File: config.mk
export PLATFORM = sky130hd
export DESIGN_NAME = hsi_to_rgb_converter_flat
export DESIGN_NICKNAME = d
export VERILOG_FILES = /design/src/rtl/hsi2rgb_pkg.sv /design/src/rtl/hsi2rgb_in_if.sv /design/src/rtl/hsi2rgb_out_if.sv /design/src/rtl/hsi_to_rgb_converter.sv /design/src/flat_wrapper.sv
export SDC_FILE = /design/constraint.sdc
export NUM_CORES = 1
export LEC_CHECK = 0
export BUFFER_PORTS_ARGS = -buffer_cell sky130_fd_sc_hd__buf_2
export CORE_MARGIN = 2
export CORE_UTILIZATION = 60
export CTS_CLUSTER_SIZE = 16
export DETAILED_ROUTE_END_ITERATION = 7
export HOLD_SLACK_MARGIN = 0.02
export PLACE_DENSITY_LB_ADDON = 0.12
export SYNTH_ARGS = -nofsm -noshare
export SYNTH_HDL_FRONTEND = slang
export SYNTH_SLANG_ARGS = --single-unit
File: constraint.sdc
create_clock -name clk_i -period 5.6 [get_ports clk_i]
set_clock_uncertainty 0.1 [all_clocks]
set_input_delay 0.84 -clock clk_i [delete_from_list [all_inputs] [get_ports clk_i]]
set_output_delay 0.84 -clock clk_i [all_outputs]
set_load 0.02 [all_outputs]
File: src/rtl/hsi2rgb_pkg.sv
// ----------------------------------------------------------------------------
// hsi2rgb_pkg
// Shared widths, hue constants and the elaboration-time functions that build the cosine ratio table.
// ----------------------------------------------------------------------------
package hsi2rgb_pkg;

  localparam int HUE_W      = 9;
  localparam int CHAN_W     = 8;
  localparam int SECTOR_W   = 2;
  localparam int OFFSET_W   = 7;

  localparam logic [HUE_W-1:0] SECTOR_DEG = 9'd120;
  localparam logic [HUE_W-1:0] HUE_TWO_SECT = 9'd240;
  localparam logic [HUE_W-1:0] HUE_FULL   = 9'd360;

  localparam logic [SECTOR_W-1:0] SECT_RED   = 2'd0;
  localparam logic [SECTOR_W-1:0] SECT_GREEN = 2'd1;
  localparam logic [SECTOR_W-1:0] SECT_BLUE  = 2'd2;

  localparam int  TABLE_DEPTH = 120;
  localparam int  HALF_TURN   = 60;
  localparam longint COS_STEP = 64'sd1073578288;
  localparam longint SIN_STEP = 64'sd18739379;

  // Round a Q60 product back to Q30, halves away from zero.
  function automatic longint round_q30(longint v);
    longint half;
    half = 64'sd1 <<< 29;
    if (v >= 0) begin
      return (v + half) >>> 30;
    end
    return -((-v + half) >>> 30);
  endfunction

  // Cosine of k degrees in Q30, built by repeated one-degree rotation.
  function automatic longint cos_q30(int k);
    longint c;
    longint s;
    longint nc;
    longint ns;
    int     n;
    c = 64'sd1 <<< 30;
    s = 64'sd0;
    for (n = 0; n < k; n++) begin
      nc = round_q30(c * COS_STEP - s * SIN_STEP);
      ns = round_q30(s * COS_STEP + c * SIN_STEP);
      c  = nc;
      s  = ns;
    end
    return c;
  endfunction

  // Restoring long division on non-negative operands.
  function automatic longint long_div(longint n, longint d);
    longint q;
    longint r;
    int     b;
    q = 64'sd0;
    r = 64'sd0;
    for (b = 62; b >= 0; b--) begin
      r = (r <<< 1) | ((n >>> b) & 64'sd1);
      q = q <<< 1;
      if (r >= d) begin
        r = r - d;
        q = q | 64'sd1;
      end
    end
    return q;
  endfunction

  // Ratio cos(k)/cos(60-k) with frac_bits fraction bits, rounded.
  function automatic longint ratio_at(int k, int frac_bits);
    int     j;
    longint num;
    longint mag;
    longint den;
    longint q;
    j   = (k <= HALF_TURN) ? (HALF_TURN - k) : (k - HALF_TURN);
    num = cos_q30(k);
    mag = (num < 0) ? -num : num;
    den = cos_q30(j);
    if (den == 0) begin
      den = 64'sd1;
    end
    q = long_div((mag <<< frac_bits) + (den >>> 1), den);
    return (num < 0) ? -q : q;
  endfunction

endpackage

File: src/rtl/hsi2rgb_in_if.sv
// ----------------------------------------------------------------------------
// hsi2rgb_in_if
// Pixel word channel: hue, saturation, intensity with valid/ready.
// ----------------------------------------------------------------------------
interface hsi2rgb_in_if import hsi2rgb_pkg::*; ();

  logic              valid;
  logic              ready;
  logic [HUE_W-1:0]  hue;
  logic [CHAN_W-1:0] saturation;
  logic [CHAN_W-1:0] intensity;

  modport source (output valid, hue, saturation, intensity, input ready);
  modport sink   (input valid, hue, saturation, intensity, output ready);

endinterface

File: src/rtl/hsi2rgb_out_if.sv
// ----------------------------------------------------------------------------
// hsi2rgb_out_if
// Color word channel: red, green, blue with valid/ready.
// ----------------------------------------------------------------------------
interface hsi2rgb_out_if import hsi2rgb_pkg::*; ();

  logic              valid;
  logic              ready;
  logic [CHAN_W-1:0] red;
  logic [CHAN_W-1:0] green;
  logic [CHAN_W-1:0] blue;

  modport source (output valid, red, green, blue, input ready);
  modport sink   (input valid, red, green, blue, output ready);

endinterface

File: src/rtl/hsi_to_rgb_converter.sv
// ----------------------------------------------------------------------------
// hsi_to_rgb_converter
// HSI to RGB pixel conversion, eight-stage pipeline, one word per clock while not stalled.
// ----------------------------------------------------------------------------
// The block takes one pixel word (hue in whole degrees, saturation and
// intensity with 255 as full scale) in every clock cycle while the output is
// not stalled, and returns the matching red/green/blue word through eight
// register stages. Throughput is one word per cycle without a stall. Each stage
// has its own valid bit and load enable, so a stall on the output holds only
// the stages that are full, and empty stages upstream keep taking words.
// Hue values from 360 to 511 wrap to hue-360. The cosine ratio of each sector
// offset comes from a 120-entry constant table built at elaboration with
// RATIO_FRAC_BITS fraction bits. The major channel is i(1+s*R), the minor is
// i(1-s), the third takes what is left of 3i; major and third clamp to 0..255.
// ----------------------------------------------------------------------------
module hsi_to_rgb_converter import hsi2rgb_pkg::*; #(
  parameter int RATIO_FRAC_BITS = 12
) (
  input  logic           clk_i,
  input  logic           rst_ni,
  hsi2rgb_in_if.sink     pix_i,
  hsi2rgb_out_if.source  rgb_o
);

  // Ratio in [-1, 2], signed with room for the sign.
  localparam int RAT_W  = RATIO_FRAC_BITS + 3;
  // s * R, with s taken as a positive 9-bit signed value.
  localparam int SR_W   = RAT_W + CHAN_W + 1;
  // 255*2^F + s*R does not exceed 765*2^F.
  localparam int T_W    = RATIO_FRAC_BITS + 10;
  localparam int NUM_W  = T_W + CHAN_W;
  localparam int Y_W    = NUM_W - RATIO_FRAC_BITS;
  localparam int PY_W   = Y_W + 9;
  localparam int QY_W   = PY_W - 16;
  localparam int MAJ_W  = 10;
  localparam int MN_W   = 2 * CHAN_W;
  localparam int PM_W   = MN_W + 9;
  localparam int QM_W   = PM_W - 16;
  localparam int TH_W   = 12;

  localparam logic [T_W-1:0]   D_VAL  = T_W'(255) << RATIO_FRAC_BITS;
  localparam logic [NUM_W-1:0] HALF_D = NUM_W'(255) << (RATIO_FRAC_BITS - 1);

  // Cosine ratio table, constant, one entry per degree of sector offset.
  logic signed [RAT_W-1:0] ratio_rom [TABLE_DEPTH];

  for (genvar k = 0; k < TABLE_DEPTH; k++) begin : g_rom
    assign ratio_rom[k] = RAT_W'(ratio_at(k, RATIO_FRAC_BITS));
  end

  // Stage valid bits and load enables.
  logic v1_q, v2_q, v3_q, v4_q, v5_q, v6_q, v7_q, vo_q;
  logic en1, en2, en3, en4, en5, en6, en7, en8;

  assign en8 = !vo_q || rgb_o.ready;
  assign en7 = !v7_q || en8;
  assign en6 = !v6_q || en7;
  assign en5 = !v5_q || en6;
  assign en4 = !v4_q || en5;
  assign en3 = !v3_q || en4;
  assign en2 = !v2_q || en3;
  assign en1 = !v1_q || en2;

  assign pix_i.ready = en1;

  // Stage 1: wrap hue, pick sector, reduce to an offset.
  logic [SECTOR_W-1:0] sec1_d, sec1_q;
  logic [OFFSET_W-1:0] off1_d, off1_q;
  logic [CHAN_W-1:0]   sat1_q, int1_q;
  logic [HUE_W-1:0]    hw;
  logic [HUE_W-1:0]    hoff;

  always_comb begin
    hw = (pix_i.hue >= HUE_FULL) ? (pix_i.hue - HUE_FULL) : pix_i.hue;
    if (hw >= HUE_TWO_SECT) begin
      sec1_d = SECT_BLUE;
      hoff   = hw - HUE_TWO_SECT;
    end else if (hw >= SECTOR_DEG) begin
      sec1_d = SECT_GREEN;
      hoff   = hw - SECTOR_DEG;
    end else begin
      sec1_d = SECT_RED;
      hoff   = hw;
    end
    off1_d = hoff[OFFSET_W-1:0];
  end

  // Stage 2: table read, minor product.
  logic [SECTOR_W-1:0]     sec2_q;
  logic [CHAN_W-1:0]       sat2_q, int2_q;
  logic signed [RAT_W-1:0] rat2_q;
  logic [MN_W-1:0]         mn2_d, mn2_q;

  assign mn2_d = MN_W'(int1_q) * MN_W'(8'd255 - sat1_q) + MN_W'(127);

  // Stage 3: s * R, reciprocal product for the minor divide by 255.
  logic [SECTOR_W-1:0]    sec3_q;
  logic [CHAN_W-1:0]      int3_q;
  logic signed [SR_W-1:0] sr3_d, sr3_q;
  logic [PM_W-1:0]        pm3_d, pm3_q;
  logic [MN_W-1:0]        ym3_q;

  assign sr3_d = SR_W'($signed({1'b0, sat2_q}) * rat2_q);
  assign pm3_d = PM_W'({mn2_q, 8'b0}) + PM_W'(mn2_q);

  // Stage 4: offset s*R by 255*2^F, finish the minor quotient.
  logic [SECTOR_W-1:0]    sec4_q;
  logic [CHAN_W-1:0]      int4_q;
  logic [T_W-1:0]         t4_d, t4_q;
  logic [CHAN_W-1:0]      mnr4_d, mnr4_q;
  logic signed [SR_W-1:0] t_sum;
  logic [QM_W-1:0]        qm;
  logic [MN_W:0]          rm;

  always_comb begin
    t_sum  = $signed({2'b00, D_VAL}) + sr3_q;
    t4_d   = t_sum[T_W-1:0];
    qm     = pm3_q[PM_W-1:16];
    rm     = {1'b0, ym3_q} - (MN_W+1)'(({qm, 8'b0}) - (QM_W+8)'(qm));
    mnr4_d = (rm >= (MN_W+1)'(255)) ? CHAN_W'(qm + 1'b1) : CHAN_W'(qm);
  end

  // Stage 5: full major numerator i * (255*2^F + s*R).
  logic [SECTOR_W-1:0] sec5_q;
  logic [CHAN_W-1:0]   int5_q, mnr5_q;
  logic [NUM_W-1:0]    num5_d, num5_q;

  assign num5_d = NUM_W'(int4_q) * NUM_W'(t4_q);

  // Stage 6: round, drop the fraction, reciprocal product by 257.
  logic [SECTOR_W-1:0] sec6_q;
  logic [CHAN_W-1:0]   int6_q, mnr6_q;
  logic [NUM_W-1:0]    nsum;
  logic [Y_W-1:0]      y6_d, y6_q;
  logic [PY_W-1:0]     p6_d, p6_q;

  always_comb begin
    nsum = num5_q + HALF_D;
    y6_d = nsum[NUM_W-1:RATIO_FRAC_BITS];
    p6_d = PY_W'({y6_d, 8'b0}) + PY_W'(y6_d);
  end

  // Stage 7: correct the major quotient by one where needed.
  logic [SECTOR_W-1:0] sec7_q;
  logic [CHAN_W-1:0]   int7_q, mnr7_q;
  logic [MAJ_W-1:0]    maj7_d, maj7_q;
  logic [QY_W-1:0]     qy;
  logic [Y_W:0]        ry;

  always_comb begin
    qy     = p6_q[PY_W-1:16];
    ry     = {1'b0, y6_q} - (Y_W+1)'(({qy, 8'b0}) - (QY_W+8)'(qy));
    maj7_d = (ry >= (Y_W+1)'(255)) ? MAJ_W'(qy + 1'b1) : MAJ_W'(qy);
  end

  // Stage 8: third channel, saturate, route by sector.
  logic [CHAN_W-1:0]      red_d, green_d, blue_d;
  logic [CHAN_W-1:0]      red_q, green_q, blue_q;
  logic signed [TH_W-1:0] third;
  logic [CHAN_W-1:0]      maj_c, thr_c;

  always_comb begin
    third = $signed(TH_W'(3 * int7_q)) - $signed(TH_W'(mnr7_q))
            - $signed(TH_W'(maj7_q));
    maj_c = (maj7_q > MAJ_W'(255)) ? 8'd255 : maj7_q[CHAN_W-1:0];
    if (third < 0) begin
      thr_c = 8'd0;
    end else if (third > TH_W'(255)) begin
      thr_c = 8'd255;
    end else begin
      thr_c = third[CHAN_W-1:0];
    end
    case (sec7_q)
      SECT_RED: begin
        red_d = maj_c;  green_d = thr_c;  blue_d = mnr7_q;
      end
      SECT_GREEN: begin
        red_d = mnr7_q; green_d = maj_c;  blue_d = thr_c;
      end
      SECT_BLUE: begin
        red_d = thr_c;  green_d = mnr7_q; blue_d = maj_c;
      end
      default: begin
        red_d = thr_c;  green_d = mnr7_q; blue_d = maj_c;
      end
    endcase
  end

  // Valid bits: advance with each stage's enable.
  always_ff @(posedge clk_i or negedge rst_ni) begin
    if (!rst_ni) begin
      v1_q <= 1'b0; v2_q <= 1'b0; v3_q <= 1'b0; v4_q <= 1'b0;
      v5_q <= 1'b0; v6_q <= 1'b0; v7_q <= 1'b0; vo_q <= 1'b0;
    end else begin
      if (en1) v1_q <= pix_i.valid;
      if (en2) v2_q <= v1_q;
      if (en3) v3_q <= v2_q;
      if (en4) v4_q <= v3_q;
      if (en5) v5_q <= v4_q;
      if (en6) v6_q <= v5_q;
      if (en7) v7_q <= v6_q;
      if (en8) vo_q <= v7_q;
    end
  end

  // Payload registers: load on enable, hold otherwise.
  always_ff @(posedge clk_i) begin
    if (en1) begin
      sec1_q <= sec1_d; off1_q <= off1_d;
      sat1_q <= pix_i.saturation; int1_q <= pix_i.intensity;
    end
    if (en2) begin
      sec2_q <= sec1_q; sat2_q <= sat1_q; int2_q <= int1_q;
      rat2_q <= ratio_rom[off1_q]; mn2_q <= mn2_d;
    end
    if (en3) begin
      sec3_q <= sec2_q; int3_q <= int2_q;
      sr3_q <= sr3_d; pm3_q <= pm3_d; ym3_q <= mn2_q;
    end
    if (en4) begin
      sec4_q <= sec3_q; int4_q <= int3_q; t4_q <= t4_d; mnr4_q <= mnr4_d;
    end
    if (en5) begin
      sec5_q <= sec4_q; int5_q <= int4_q; mnr5_q <= mnr4_q; num5_q <= num5_d;
    end
    if (en6) begin
      sec6_q <= sec5_q; int6_q <= int5_q; mnr6_q <= mnr5_q;
      y6_q <= y6_d; p6_q <= p6_d;
    end
    if (en7) begin
      sec7_q <= sec6_q; int7_q <= int6_q; mnr7_q <= mnr6_q; maj7_q <= maj7_d;
    end
    if (en8) begin
      red_q <= red_d; green_q <= green_d; blue_q <= blue_d;
    end
  end

  assign rgb_o.valid = vo_q;
  assign rgb_o.red   = red_q;
  assign rgb_o.green = green_q;
  assign rgb_o.blue  = blue_q;

`ifndef ASSERT_OFF
  a_accept_fills_s1: assert property (@(posedge clk_i) disable iff (!rst_ni)
    pix_i.valid && pix_i.ready |=> v1_q)
    else $error("accepted word did not reach stage 1");

  a_offset_range: assert property (@(posedge clk_i) disable iff (!rst_ni)
    v1_q |-> (off1_q < OFFSET_W'(TABLE_DEPTH)) && (sec1_q != 2'd3))
    else $error("hue offset or sector out of range");

  a_major_corr: assert property (@(posedge clk_i) disable iff (!rst_ni)
    v6_q |-> ry < (Y_W+1)'(510))
    else $error("major reciprocal estimate off by more than one");

  a_stall_hold: assert property (@(posedge clk_i) disable iff (!rst_ni)
    vo_q && !rgb_o.ready && v7_q |=> v7_q && $stable(maj7_q))
    else $error("stage 7 lost a word under stall");
`endif

endmodule
File: src/flat_wrapper.sv
// flat-port wrapper written by rule: the top's interface ports become plain ports
module hsi_to_rgb_converter_flat import hsi2rgb_pkg::*;
#(
  parameter int RATIO_FRAC_BITS = 12
)
  (clk_i, rst_ni, pix_i_valid, pix_i_hue, pix_i_saturation, pix_i_intensity, pix_i_ready, rgb_o_valid, rgb_o_red, rgb_o_green, rgb_o_blue, rgb_o_ready);
  hsi2rgb_in_if pix_i_i ();
  hsi2rgb_out_if rgb_o_i ();
  input  logic clk_i;
  input  logic rst_ni;
  input wire logic [$bits(pix_i_i.valid)-1:0] pix_i_valid;
  input wire logic [$bits(pix_i_i.hue)-1:0] pix_i_hue;
  input wire logic [$bits(pix_i_i.saturation)-1:0] pix_i_saturation;
  input wire logic [$bits(pix_i_i.intensity)-1:0] pix_i_intensity;
  output wire logic [$bits(pix_i_i.ready)-1:0] pix_i_ready;
  output wire logic [$bits(rgb_o_i.valid)-1:0] rgb_o_valid;
  output wire logic [$bits(rgb_o_i.red)-1:0] rgb_o_red;
  output wire logic [$bits(rgb_o_i.green)-1:0] rgb_o_green;
  output wire logic [$bits(rgb_o_i.blue)-1:0] rgb_o_blue;
  input wire logic [$bits(rgb_o_i.ready)-1:0] rgb_o_ready;
  assign pix_i_i.valid = pix_i_valid;
  assign pix_i_i.hue = pix_i_hue;
  assign pix_i_i.saturation = pix_i_saturation;
  assign pix_i_i.intensity = pix_i_intensity;
  assign pix_i_ready = pix_i_i.ready;
  assign rgb_o_valid = rgb_o_i.valid;
  assign rgb_o_red = rgb_o_i.red;
  assign rgb_o_green = rgb_o_i.green;
  assign rgb_o_blue = rgb_o_i.blue;
  assign rgb_o_i.ready = rgb_o_ready;
  hsi_to_rgb_converter #(.RATIO_FRAC_BITS(RATIO_FRAC_BITS)) u_core (.clk_i(clk_i), .rst_ni(rst_ni), .pix_i(pix_i_i), .rgb_o(rgb_o_i));
endmodule
==> results by group, run 1 <==
Worst setup path
  • Crit-path max FO: 17
  • Critical path required time: 5.80 ns
  • Setup crit start: u_core.int4_q[3]
  • Critical path class: flop to flop
  • CP Capture Type: flop
  • R2r startpoint: u_core.int4_q[3]
  • CP cell instances: buf_6 > and2_1 > fa_1 > fa_1 > fa_1 > fa_1 > ha_1 > and2_1 > and3_1 > nand2_1 > or3_1 > o22a_1 > a21oi_2 > a41o_1 > mux2i_1 > nor2_1
  • Slowest cell on crit path: fa_1
  • Critical path startpoint category: flop
  • Critical Path Max Stage Delay: 0.54 ns
  • WP data arrival: 5.61 ns
  • Critical Path Most Common Cell: fa_1

GRT
  • First-pass GRT wire length: 104000 um
  • Grt met2 use: 0.458
  • Initial antenna violation count: 1
  • M1 GR Usage: 0.345
  • Vias in the first global route: 20500
  • Grt total ovfl: 0
  • Global Route Usage Sum: 0.263
  • Busiest layer in global routing: met2
  • Pin count of the biggest net entering global routing: 59
  • Met3 GRT Util: 0.0284

Clocking
  • TritonCTS clock tree: yes
  • CTS H-tree lvls: 2
  • CTS sink count: 315
  • Clk root buf: clkbuf_16
  • Cts bufs inserted: 37
  • Clock Latency Late Sink: 0.55 ns
  • Clk slew on worst S/H paths: 0.06 ns
  • CTS max path bufs: 3

Routing
  • First-pass iteration count of the detailed router: 6
  • Drt via density: 5.77
  • Wirelength per Cell: 18.4 um
  • DRC: 0
  • Antenna viol nets, final: 0
  • Vias: 20100
  • Final wirelength: 63900 um
  • Iter 0 DRT Violations: 1508

STA
  • Measured slew at the worst slew-check pin: 1.14 ns
  • Final Slew Violations: 0
  • RSZ-0062 raised after global routing: true
  • Normalized max-slew margin: 0.241
  • Fin crit period: 5.42 ns
  • Period utilisation layout: 0.967
  • # setup viols final: 0
  • Final Hold Fails: 0
  • TNS Setup: 0 ns
  • Max frequency: 185 MHz

Floorplan
  • Die width: 221 um
  • Top-level I/O count: 55
  • Die height: 221 um
  • Initial core utilization: 0.609
  • Placeable Area: 46600 um^2
  • FP Rows: 79
  • Die area: 49000 um^2

Synth
  • Synthesized area: 28300 um^2
  • Cells after Synth: 2783
  • Synth Flop Type: edfxtp_1
  • Top-area cell type share of the netlist area: 0.325
  • Area contributors post-synth: edfxtp_1 (33%), fa_1 (19%), ha_1 (11%)
  • Register area share after synthesis: 0.332
  • Cell accounting for the most synthesized area: edfxtp_1
  • Library cells used by synthesis: 79
  • Post-synth net total: 3325
  • Synth Register Bits: 315
  • Ys async rst share: 0.0254
  • Mean Syn Cell Area: 10.2 um^2
  • Post-synth EDFFs: 307
  • Syn. warnings: 0

Min path
  • Worst hold path type: flop to flop
  • Min-delay src: u_core.mnr5_q[6]

Finish
  • Share of cells above drive strength 1: 0.0662
  • Register area: 9420 um^2
  • Leading cell type in the layout, fill and taps excluded: inv_1
  • # diodes: 0
  • Layout area overhead: 8.28%
  • Post-layout util: 0.659
  • # nets final: 3385
  • Most frequent cells in the layout: inv_1 (434), edfxtp_1 (307), nand2_1 (277), fa_1 (265), ha_1 (248)
  • Area of the multi-input gates: 17000 um^2
  • Fillers: 3630

Place
  • Number of I/O port buffers: 54
  • Final GP Congestion: 0.921
  • Detail Placement HPWL: 49400 um

Run
  • Max-Cap Viols: 0

Status
  • Status: complete, no violations
==> through the flow <==
| stage | instances | hold WS, ns | cell area, um^2 | setup slack (ns) |
|---|---|---|---|---|
| CTS | 3464 | 0.313 | 30600 | 0.0320 |
| global route | 3479 | 0.318 | 30700 | -0.0323 |
| finish | 3479 | 0.313 | 30700 | 0.182 |
| global placement | 3395 | 0.300 | 29300 | 0.331 |
| detailed placement | 3395 | 0.305 | 29300 | 0.0628 |
| floorplan | 2783 | 0.300 | 28300 | 0.411 |
==> critical path, delay by kind of cell, from the launching register on <==
| family | cells | cell delay [ns] |
|---|---|---|
| and+or+nand+nor | 6 | 1.07 |
| buffers and inverters | 1 | 0.21 |
| AOI/OAI and AO/OA | 3 | 0.67 |
| DFF | 1 | 0.49 |
| adders and majority gates | 5 | 2.41 |
| muxes | 1 | 0.21 |
==> sequential cells by signal, indices dropped and copies added, names as in the netlist, 15 cells and up <==
signal and flops:
u_core.ym3_q 16, u_core.mn2_q 16, u_core.p6_q 19, u_core.num5_q 19, u_core.sr3_q 22, u_core.t4_q 22, u_core.rat2_q 15
==> kinds of logic (layout without fill, tap and decap cells) <==
logic type / after synthesis / count (layout) / share of synthesized area
simple gates: 828 / 828 / 0.147
compound gates: 453 / 453 / 0.104
fa+ha+maj: 514 / 514 / 0.297
mux: 19 / 19 / 0.00817
buf+inv: 517 / 606 / 0.0686
flops: 315 / 315 / 0.332
xor+xnor: 137 / 137 / 0.0423
==> cell usage after synthesis, drive strengths merged (8+ instances only) <==
cell	number
o221ai	16
clkbuf	69
a31oi	20
a21oi	118
dfrtp	8
nand4	15
nand2b	76
o31ai	10
o22ai	15
and3	17
buf	12
o21bai	11
o21ai	100
nand2	280
nor4	10
ha	248
edfxtp	307
o21a	10
and2	155
xor2	50
nor2	135
o211ai	29
a21o	26
o2111ai	8
xnor2	87
a311oi	10
nor3	28
nor2b	41
a211oi	24
inv	434
fa	265
nand3	33
mux2i	13
==> final timing paths <==
| kind | to | slack [ns] | depth (start not counted) |
|---|---|---|---|
| worst max-delay path | u_core.num5_q[29] | 0.18 | 16 |
| worst min-delay path | u_core.mnr6_q[6] | 0.31 | 0 |
| worst max register to register | u_core.num5_q[29] | 0.18 | 16 |
| worst min register to register | u_core.mnr6_q[6] | 0.31 | 0 |
| max in group asynchronous | u_core.v1_q | 4.65 | 2 |
| min in group asynchronous | u_core.rgb_o.valid | 0.57 | 2 |
==> routing by layer <==
layer,wire [um],part of all wire
met3,2980,0.047
met4,1980,0.031
met2,32100,0.50
met5,0,0
met1,26900,0.42
==> timing repair <==
action | in CTS | in global routing
setup buffers | 0 | 15
hold buffers | 1 | 0
endpoints found under the hold margin | 8 | 0
gates resized for setup | 0 | 4
setup endpoints to repair | 0 | 9
==> cell type report <==
class | instances | share of cell area
multi-input combinational | 1951 | 0.554
clock inverter | 23 | 0.00828
timing repair buffer | 102 | 0.0208
sequential | 315 | 0.307
tap | 607 | 0.0248
clock buffer | 45 | 0.0322
inverter | 436 | 0.0533
Power of run 1 is not shown: default switching activity piles up to over one toggle a cycle in this logic, so the estimate is an artifact.
==> run 2, diff against run 1 <==
CORE_ASPECT_RATIO = 0.6   (was not set)
GPL_TIMING_DRIVEN = 1   (was not set)
==> run 2 against run 1 <==
  * Via count increased by 1.8%
  * Design area increased by 0.44%
  * Critical path depth unchanged
  * Non-clock buffer count increased by 23
  * Cell count increased by 1.0%
  * Critical endpoint unchanged
==> results by group, run 2 (synthesized netlist as in run 1, its figures left out) <==
STA
  • Fin crit period: 5.45 ns
  • Measured slew at the worst slew-check pin: 1.07 ns
  • Max frequency: 184 MHz
  • Normalized max-slew margin: 0.286
  • WHS: 0.316 ns
  • # setup viols final: 0
  • Final Slew Violations: 0
  • Final Hold Fails: 0
  • Period utilisation layout: 0.972
  • TNS Setup: 0 ns

GRT
  • Pin count of the biggest net entering global routing: 92
  • Grt total ovfl: 0
  • Initial antenna violation count: 0
  • First-pass GRT wire length: 109000 um
  • Vias in the first global route: 19800
  • Global Route Usage Sum: 0.283

Worst setup path
  • Critical path startpoint category: flop
  • Setup crit start: u_core.int4_q[3]
  • Critical path required time: 5.84 ns
  • Critical Path Most Common Cell: fa_1
  • Critical Path Max Stage Delay: 0.52 ns
  • WP data arrival: 5.68 ns
  • Crit-path max FO: 7
  • CP Capture Type: flop
  • Worst path bufs/invs: 1
  • CP cell instances: buf_4 > and2_1 > fa_1 > fa_1 > fa_1 > fa_1 > ha_1 > and2_1 > and3_1 > nand2_1 > or3_1 > o22a_1 > a21oi_2 > a41o_1 > mux2i_1 > nor2_1
  • R2r startpoint: u_core.int4_q[3]
  • Slowest cell on crit path: fa_1
  • Critical path class: flop to flop
  • CP top delay family: adder cells

Min path
  • Min-delay src: pix_i_intensity[7]
  • Worst hold path type: input pin to flop

Place
  • Final GP Congestion: 0.945
  • Dpl cell area: 29400 um^2
  • Detail Placement HPWL: 52800 um
  • Number of I/O port buffers: 54

Floorplan
  • Top-level I/O count: 55
  • Placeable Area: 46500 um^2
  • Initial core utilization: 0.610
  • FP Rows: 61
  • Die height: 172 um
  • Die width: 285 um
  • Die area: 49000 um^2

Routing
  • Final wirelength: 68000 um
  • Wirelength per Cell: 19.4 um
  • First-pass iteration count of the detailed router: 6
  • Drt via density: 5.81
  • Antenna viol nets, final: 0
  • Iter 0 DRT Violations: 1976
  • Vias: 20400
  • DRC: 0

Finish
  • Leading cell type in the layout, fill and taps excluded: inv_1
  • Share of cells above drive strength 1: 0.0738
  • Top flop regs: u_core.sr3_q: 22 flops, u_core.t4_q: 22 flops
  • Area of the multi-input gates: 17000 um^2
  • Register area: 9420 um^2
  • Most frequent cells in the layout: inv_1 (434), edfxtp_1 (307), nand2_1 (277), fa_1 (265), ha_1 (247)
  • Fillers: 3704
  • Fin area: 30800 um^2
  • Layout area overhead: 8.76%
  • # nets final: 3402
  • # diodes: 0

Run
  • Max-Cap Viols: 0

Clocking
  • Clk root buf: clkbuf_16
  • Cts bufs inserted: 31
  • CTS H-tree lvls: 1
  • CTS sink count: 315
  • Clock Latency Late Sink: 0.60 ns
  • CTS max path bufs: 3
  • TritonCTS clock tree: yes
  • Clk slew on worst S/H paths: 0.07 ns

Status
  • Status: complete, no violations
==> run 2: cell type report <==
type,count,area share
Multi-Input combinational cell,1951,0.552
Sequential cell,315,0.306
Inverter,436,0.0531
Clock buffer,39,0.0292
Timing Repair Buffer,125,0.0264
Tap cell,630,0.0256
Clock inverter,19,0.00820
==> run 2: stage by stage <==
| stage | cells | setup slack [ns] | util |
|---|---|---|---|
| after floorplan | 2783 | 0.411 | - |
| after global placement | 3429 | 0.135 | 0.633 |
| after detailed placement | 3429 | -0.0598 | 0.633 |
| after CTS | 3488 | 0.0571 | 0.658 |
| after global routing | 3515 | -0.0386 | 0.663 |
| final | 3515 | 0.154 | 0.663 |
==> run 2: layer usage <==
layer  part of all wire  global-route usage  vias up  wire (um)
met5                  0                   0        -          0
met4              0.011              0.0362        0        772
met1               0.50               0.465    10000      33800
li1                   -                   -     9523          -
met2               0.40               0.387      802      27000
met3              0.094              0.0617       50       6390
==> run 2: final timing paths <==
path	to	slack, ns	cells after the start
max reg2reg	u_core.num5_q[29]	0.15	16
min reg2reg	u_core.int7_q[1]	0.32	0
min in group asynchronous	u_core.v7_q	0.56	2
min	u_core.int1_q[7]	0.32	1
max in group asynchronous	u_core.v2_q	4.60	2
max	u_core.num5_q[29]	0.15	16
==> run 2: repair_timing <==
item,CTS,global route
hold buffers,1,0
pin swaps,0,1
resized for setup,1,7
buffers inserted,0,27
hold endpoints to repair,8,0
setup endpoints to repair,2,17
Power of run 2 is left out for the same reason.
